File: config.mk
export PLATFORM = sky130hd
export DESIGN_NAME = irgt_cell
export DESIGN_NICKNAME = d
export VERILOG_FILES = /design/src/rtl/irgt_pkg.sv /design/src/rtl/irgt_cell.sv
export SDC_FILE = /design/constraint.sdc
export NUM_CORES = 1
export LEC_CHECK = 0
export CELL_PAD_IN_SITES_DETAIL_PLACEMENT = 0
export CELL_PAD_IN_SITES_GLOBAL_PLACEMENT = 2
export CORE_ASPECT_RATIO = 0.5
export CORE_MARGIN = 2
export CORE_UTILIZATION = 46
export CTS_CLUSTER_DIAMETER = 40
export DETAILED_ROUTE_END_ITERATION = 8
export DONT_BUFFER_PORTS = 1
export GPL_ROUTABILITY_DRIVEN = 0
export GPL_TIMING_DRIVEN = 0
export PLACE_DENSITY_LB_ADDON = 0.1
export SLEW_MARGIN = 20
export SYNTH_ARGS = -nofsm -noshare
export SYNTH_HDL_FRONTEND = slang
export SYNTH_SLANG_ARGS = --single-unit
File: constraint.sdc
create_clock -name aclk -period 73.7 [get_ports aclk]
set_input_delay 14.74 -clock aclk [delete_from_list [all_inputs] [get_ports aclk]]
set_output_delay 14.74 -clock aclk [all_outputs]
set_load 0.01 [all_outputs]
File: src/rtl/irgt_pkg.sv
// Package for the IP range group table: sizes, opcodes, status codes,
// transaction structs and the 128-bit compare helper. No dependencies.
package irgt_pkg;

    localparam int TABLE_ENTRIES = 64;
    localparam int GROUP_COUNT   = 16;
    localparam int IDX_W         = (TABLE_ENTRIES > 1) ? $clog2(TABLE_ENTRIES) : 1;

    localparam logic [1:0] OP_LOOKUP = 2'd0;
    localparam logic [1:0] OP_INSERT = 2'd1;
    localparam logic [1:0] OP_DELETE = 2'd2;

    localparam logic [1:0] STAT_OK        = 2'd0;
    localparam logic [1:0] STAT_FULL      = 2'd1;
    localparam logic [1:0] STAT_NOT_FOUND = 2'd2;

    typedef struct packed {
        logic [1:0]  opcode;
        logic [3:0]  group_id;
        logic        is_ipv6;
        logic [63:0] addr_hi;
        logic [63:0] addr_lo;
        logic [63:0] range_max_hi;
        logic [63:0] range_max_lo;
    } in_t;

    typedef struct packed {
        logic       matched;
        logic [1:0] status;
    } out_t;

    // one table entry, also the normalized operand of a transaction
    typedef struct packed {
        logic        v6;
        logic [3:0]  grp;
        logic [63:0] mnh;
        logic [63:0] mnl;
        logic [63:0] mxh;
        logic [63:0] mxl;
    } ent_t;

    typedef struct packed {
        logic [1:0] op;
        ent_t       ent;
    } oper_t;

    // flags carried along the cell chain
    typedef struct packed {
        logic             hit;
        logic             free_found;
        logic [IDX_W-1:0] free_idx;
    } tok_t;

    // insert commit, broadcast to all cells
    typedef struct packed {
        logic             en;
        logic [IDX_W-1:0] idx;
    } wr_t;

    function automatic logic le128(input logic [63:0] ahi, input logic [63:0] alo,
                                   input logic [63:0] bhi, input logic [63:0] blo);
        return (ahi < bhi) || ((ahi == bhi) && (alo <= blo));
    endfunction

endpackage

File: src/rtl/irgt_cell.sv
// One table cell: holds one range entry and its valid bit, checks the
// passing transaction against it and hands the flags on. Uses irgt_pkg.
module irgt_cell
    import irgt_pkg::*;
(
    input  logic             aclk,
    input  logic             aresetn,
    input  logic [IDX_W-1:0] cell_idx,
    input  oper_t            oper,
    input  logic             act_in,
    input  tok_t             tok_in,
    input  wr_t              wr,
    output logic             act_out,
    output tok_t             tok_out
);

    logic valid_reg, valid_next;
    ent_t ent_reg;
    logic act_reg;
    tok_t tok_reg, tok_next;
    logic key_eq, same, inrange, hit_here, wr_here;

    assign wr_here = wr.en && (wr.idx == cell_idx);
    assign key_eq  = valid_reg && (ent_reg.grp == oper.ent.grp) && (ent_reg.v6 == oper.ent.v6);
    assign same    = valid_reg && (ent_reg == oper.ent);
    assign inrange = key_eq
                     && le128(ent_reg.mnh, ent_reg.mnl, oper.ent.mnh, oper.ent.mnl)
                     && le128(oper.ent.mnh, oper.ent.mnl, ent_reg.mxh, ent_reg.mxl);
    assign hit_here = (oper.op == OP_LOOKUP) ? inrange : same;

    always_comb begin
        tok_next     = tok_in;
        tok_next.hit = tok_in.hit | hit_here;
        if (!tok_in.free_found && !valid_reg) begin
            tok_next.free_found = 1'b1;
            tok_next.free_idx   = cell_idx;
        end
    end

    always_comb begin
        valid_next = valid_reg;
        if (act_in && (oper.op == OP_DELETE) && same && !tok_in.hit) begin
            valid_next = 1'b0;
        end
        if (wr_here) begin
            valid_next = 1'b1;
        end
    end

    always_ff @(posedge aclk) begin
        if (!aresetn) begin
            valid_reg <= 1'b0;
            act_reg   <= 1'b0;
        end else begin
            valid_reg <= valid_next;
            act_reg   <= act_in;
        end
    end

    always_ff @(posedge aclk) begin
        if (wr_here) begin
            ent_reg <= oper.ent;
        end
        tok_reg <= tok_next;
    end

    assign act_out = act_reg;
    assign tok_out = tok_reg;

endmodule

==> results.ini, run 1 <==
[global_routing]
grt_start_max_net_pins = 16
grt_pass1_wl_um = 65500
antenna_found_initial = 1
overflow = 0
grtUsageTotal_pct = 24.3
grt_pass1_vias = 10900

[cts]
worstSkewPairLatency_ps = 530
cts_buffers = 36
cts_tree = built
h-tree-depth = 2
cts.sinks = 271
clk_pin_slew_ps = 70
cts-root-buf = clkbuf_16
post_cts_resize_count = 0
cts_hold_buf = 0
post_cts_buffers = 0
clockBufferDepth = 3

[status]
status = complete, no violations

[yosys]
syn_avg_cell_area_um2 = 11.7
syn_inst = 1376
synth-edff-count = 261
syn_area_mm2 = 0.0162
seq_area_frac_synth_pct = 49.7
ys_warn_count = 0
ys_async_sr_fraction_pct = 0
yosysUniqueCellTypes = 53
synth_nets = 1919
yosys-top-cells-area = edfxtp_1 48%, ha_1 20%, inv_1 6.0%, xor2_1 4.7%, xnor2_1 2.8%
synthTopCellsByCount = 261 x edfxtp_1, 258 x inv_1, 256 x ha_1, 87 x a21oi_1, 87 x xor2_1
yosysTopAreaCellShare_pct = 48.5
synth_area_leader_cell = edfxtp_1
ys_dominant_reg_cell = edfxtp_1
ys_ff_latch = 271
yosysMostFrequentCell = edfxtp_1

[detailed_routing]
final_antenna_net_count = 0
drtPass1Iterations = 5
wl_per_cell_um = 22.9
drc = 0
routed_wl_um = 44900
num_vias = 10600
viasPerCell = 5.40
drt_first_iter_violations = 654

[worst_hold_path]
hp-class = flop to flop

[pwr]
p_per_area_mw_per_mm2 = 20.9
peakVddDrop_v = 0.0000174
power.leakage_uw = 0.00800
total_power_uw = 381

[final_layout]
fillCellCount = 3006
syn_to_final_growth_pct = 12.9
regArea_mm2 = 0.00804
nets = 2000
multi_input_area_mm2 = 0.00717
drive_gt1_share_pct = 7.95
largest_reg_flops = 261

[floorplan]
die_w_um = 269
die_area_mm2 = 0.0367
die_y_um = 137
coreArea_mm2 = 0.0345
ios = 296
start_util_pct = 46.8
rows = 48

[setup_path]
crit_top_cell = buf_2
path_class = input port to flop
max_stage_delay_ps = 540
cpMaxStageDelayCell = nor4_2
crit_arrival_ps = 18050
critPathMaxFanout = 8
crit_chain = xnor2_1 -> nand4_1 -> nor4_2 -> buf_2 -> buf_2 -> buf_2 -> buf_2 -> buf_2 -> buf_2 -> buf_2 -> buf_2 -> buf_2 -> buf_2
required_ps = 73930
critPathCaptureType = flop
critPathLaunchType = input port

[sta]
tns_ps = 0
min_period_ps = 17820
rsz0062_at_grt = no
finalSetupViolCount = 0
slew_viol_final = 0
fmax_mhz = 56.1
skew_ps = 18.5
min_period_over_period_pct = 24.2
fin_ws_ps = 55880
tightest_slew_ps = 1160
finalHoldViolCount = 0
max_slew_margin_pct = 21.7

[placed_design]
pre_cts_ws_ps = 55210
dpl.hpwl_um = 38000
port_buffers = 0

[job]
drv_cap = 0

[final timing paths]
kind / depth (start not counted) / slack (ps) / end / start
max: 13 / 55880 / ent_reg[240]$_DFFE_PP_ / cell_idx[0]
min: 1 / 500 / tok_out[6]$_SDFF_PP1_ / valid_reg$_SDFFE_PN0P_
max reg2reg: 10 / 69810 / tok_out[7]$_DFF_P_ / ent_reg[118]$_DFFE_PP_
min reg2reg: 1 / 500 / tok_out[6]$_SDFF_PP1_ / valid_reg$_SDFFE_PN0P_
[logic make-up after synthesis]
group,after synthesis,synth area share (%)
and+or+nand+nor,239,8.51
AOI/OAI and AO/OA,207,8.00
adders and majority gates,256,19.8
DFF,271,49.7
muxes,6,0.418
xor gates and xnor gates,139,7.53
buffers and inverters,258,5.99
[power breakdown]
group	leakage (uW)	internal, uW	switching (uW)	total, uW
Combinational	0.00496	11.7	14.3	26.1
Sequential	0.00243	171	1.17	172
Clock	0.000606	109	73.4	183
Total	0.00800	292	88.9	381
[routing by layer]
layer	track usage [%]	up-vias	part of all wire [%]	routed length, um
li1	-	5159	-	-
met1	31.7	5108	45	20000
met2	40.0	265	46	20700
met3	6.89	54	7.1	3180
met4	6.27	0	2.2	966
met5	0	-	0	0
[stage by stage]
stage | std cells | hold WS, ps | utilization, % | area (um^2)
detailed placement | 1894 | 483 | 49.3 | 17000
global placement | 1851 | 467 | 48.5 | 16800
global route | 1960 | 504 | 52.9 | 18300
floorplan | 1376 | 397 | - | 16200
CTS | 1960 | 499 | 52.8 | 18200
finish | 1961 | 500 | 52.9 | 18300
[layout by cell type, fill, tap and decap left out, drive strengths merged, types with 33 or more instances in the layout]
cell type and n:
inv 265, edfxtp 261, ha 256, xor2 87, a21oi 87, nand4 62, xnor2 52, nand2 47
clkbuf 44, buf 43, o21ai 35, nor4 34, a21o 33
[final cells by class]
class                      count  share of cell area, %
multi-input combinational    847                   39.3
clock inverter                22                   1.48
antenna                        1                 0.0137
clock buffer                  44                   5.27
inverter                     258                   5.31
sequential                   271                   44.0
tap                          475                   3.26
timing repair buffer          43                   1.36
[worst max-delay path, delay by kind of cell]
kind / cells / cell delay, ps
xor gates and xnor gates: 1 / 140
and+or+nand+nor: 2 / 680
buffers and inverters: 10 / 2480
Note: power is estimated with default switching activity, not from simulation.
==> run 2: changes to the inputs <==
- ABC_AREA: unset -> 1
- CORE_UTILIZATION: 46 -> 40
- clock period: 73.7 -> 18.3 ns (I/O delays scaled with it)
==> results.ini, run 2 <==
[setup_path]
critPathCaptureType = flop
critPathLaunchType = input port
r2r_start = ent_reg[173]$_DFFE_PP_
ff2ff_path_depth = 12
critPathMaxFanout = 25
path_class = input port to flop
r2r-end = tok_out[7]$_DFF_P_
required_ps = 18530
crit_arrival_ps = 5510
regToRegSetupSlack_ps = 15810

[global_routing]
antenna_found_initial = 1
grt_pass1_wl_um = 67000
grt_start_max_net_pins = 27
grt_pass1_vias = 11600
grtUsageTotal_pct = 20.7
overflow = 0

[yosys]
yosysUniqueCellTypes = 36
seq_area_frac_synth_pct = 47.7
synthTopCellsByCount = 334 x nand2_1, 333 x inv_1, 261 x edfxtp_1, 256 x ha_1, 134 x a21oi_1
yosysTopAreaCellShare_pct = 46.5
ys_async_sr_fraction_pct = 0
synth_nets = 2271
ys_warn_count = 0
ys_ff_latch = 271
syn_inst = 1728
synth-edff-count = 261
syn_avg_cell_area_um2 = 9.76
yosysMostFrequentCell = nand2_1
ys_dominant_reg_cell = edfxtp_1
yosys-top-cells-area = edfxtp_1 46%, ha_1 19%, nand2_1 7.4%, inv_1 7.4%, a21oi_1 4.0%
syn_area_mm2 = 0.0169
synth_area_leader_cell = edfxtp_1

[detailed_routing]
routed_wl_um = 45600
viasPerCell = 4.84
drtPass1Iterations = 7
drc = 0
drt_first_iter_violations = 653
num_vias = 11400
final_antenna_net_count = 0
wl_per_cell_um = 19.3

[floorplan]
die_w_um = 294
die_area_mm2 = 0.0439
coreArea_mm2 = 0.0418
die_y_um = 149
start_util_pct = 40.4
rows = 53
ios = 296

[final_layout]
drive_gt1_share_pct = 6.46
nets = 2323
fin_area_mm2 = 0.0191
final_core_util_pct = 45.8
final_common_cell = nand2_1
mostFrequentLayoutCells = 334 x nand2_1, 333 x inv_1, 261 x edfxtp_1
syn_to_final_growth_pct = 13.4
antenna-diode-count = 0
largest_reg_flops = 261

[cts]
clockBufferDepth = 3
post_cts_buffers = 0
cts_buffers = 39
clk_pin_slew_ps = 60
cts_tree = built
cts-root-buf = clkbuf_16
worstSkewPairLatency_ps = 530
h-tree-depth = 2
cts_hold_buf = 0
cts.sinks = 271
post_cts_resize_count = 0

[pwr]
p_comb_share_pct = 7.6
power.leakage_uw = 0.00866
p_per_area_mw_per_mm2 = 82.5
p_switching_uw = 377
clkPwrFrac_pct = 48.3
swShare_pct = 23.9
p_int_uw = 1200
total_power_uw = 1580
peakVddDrop_v = 0.0000536
p_seq_share_pct = 44.1

[worst_hold_path]
hold_path_end = valid_reg$_SDFFE_PN0P_
hold_depth = 2
min_from = valid_reg$_SDFFE_PN0P_
hp-class = flop to flop

[job]
drv_cap = 0

[sta]
tns_ps = 0
min_period_over_period_pct = 28.9
rsz0062_at_grt = no
skew_ps = 9.01
min_period_ps = 5290
tightest_slew_ps = 870
finalSetupViolCount = 0
max_slew_margin_pct = 41.4
fmax_mhz = 189
finalHoldViolCount = 0
holdWs_ps = 566
slew_viol_final = 0

[placed_design]
dpl.hpwl_um = 38000
port_buffers = 0
dpl_cell_area_mm2 = 0.0178

[status]
status = complete, no violations

-- run 2: changes by cell type in the layout (fill, tap and decap cells not counted), moves of 24 or more --
| cell | before | now |
|---|---|---|
| nand2_1 | 47 | 334 |
| nor2_1 | 24 | 118 |
| inv_1 | 258 | 333 |
| xor2_1 | 87 | 37 |
| a21oi_1 | 87 | 134 |
| nand4_1 | 62 | 29 |
| buf_2 | 30 | 0 |
| a21o_1 | 33 | 5 |
| nor4_1 | 30 | 6 |
-- run 2: per-stage QoR --
stage               std cells  worst slack [ps]
floorplan                1728              2480
global placement         2278             -3150
detailed placement       2289             12450
CTS                      2360             13000
global route             2360             12880
finish                   2360             13010
-- run 2: final cells by class --
cell class,instances,area (um^2)
buffer,1,3.75
clock buffer,45,1050
clock inverter,26,245
fill,3961,22700
inverter,344,1290
multi-input combinational,1112,7530
sequential,271,8040
tap,550,688
timing repair buffer,11,265
-- run 2: how the worst max path moves through the flow --
| stage | from | to | cells past startpoint |
|---|---|---|---|
| global route | cell_idx[0] | ent_reg[221]$_DFFE_PP_ | 8 |
| CTS | cell_idx[0] | ent_reg[221]$_DFFE_PP_ | 8 |
| global placement | cell_idx[0] | ent_reg[222]$_DFFE_PP_ | 5 |
| detailed placement | cell_idx[0] | ent_reg[221]$_DFFE_PP_ | 8 |
| finish | cell_idx[0] | ent_reg[221]$_DFFE_PP_ | 8 |
| floorplan | cell_idx[0] | ent_reg[0]$_DFFE_PP_ | 5 |
-- run 2: kinds of logic (layout without fill, tap and decap cells) --
family	count (synthesis)	after routing	share of synthesized area, %
AOI/OAI and AO/OA	213	213	6.69
xor gates and xnor gates	101	101	5.25
DFF	271	271	47.7
buffers and inverters	345	427	7.68
adders and majority gates	256	256	19.0
muxes	2	2	0.134
and+or+nand+nor	540	540	13.6
-- run 2: power by group through the flow --
stage | clock network, uW | registers [uW] | logic [uW]
final | 762 | 696 | 120
after global routing | 809 | 696 | 140
after CTS | 782 | 696 | 122
after detailed placement | 0 | 709 | 121
after global placement | 0 | 712 | 115
after floorplan | 0 | 710 | 87.9
-- run 2: critical path, cell delays in order --
cell and delay, ps:
inv_1 80, o21ai_0 80, a221oi_1 190, o21ai_0 190
nor2_4 560, buf_12 280, buf_12 210, buf_16 200
-- run 2: routing by layer --
layer | vias to the layer above | track usage, % | part of all wire (%)
met4 | 0 | 4.29 | 1.6
met1 | 5308 | 27.8 | 46
met5 | - | 0 | 0
li1 | 5852 | - | -
met3 | 51 | 4.69 | 5.3
met2 | 202 | 34.3 | 47
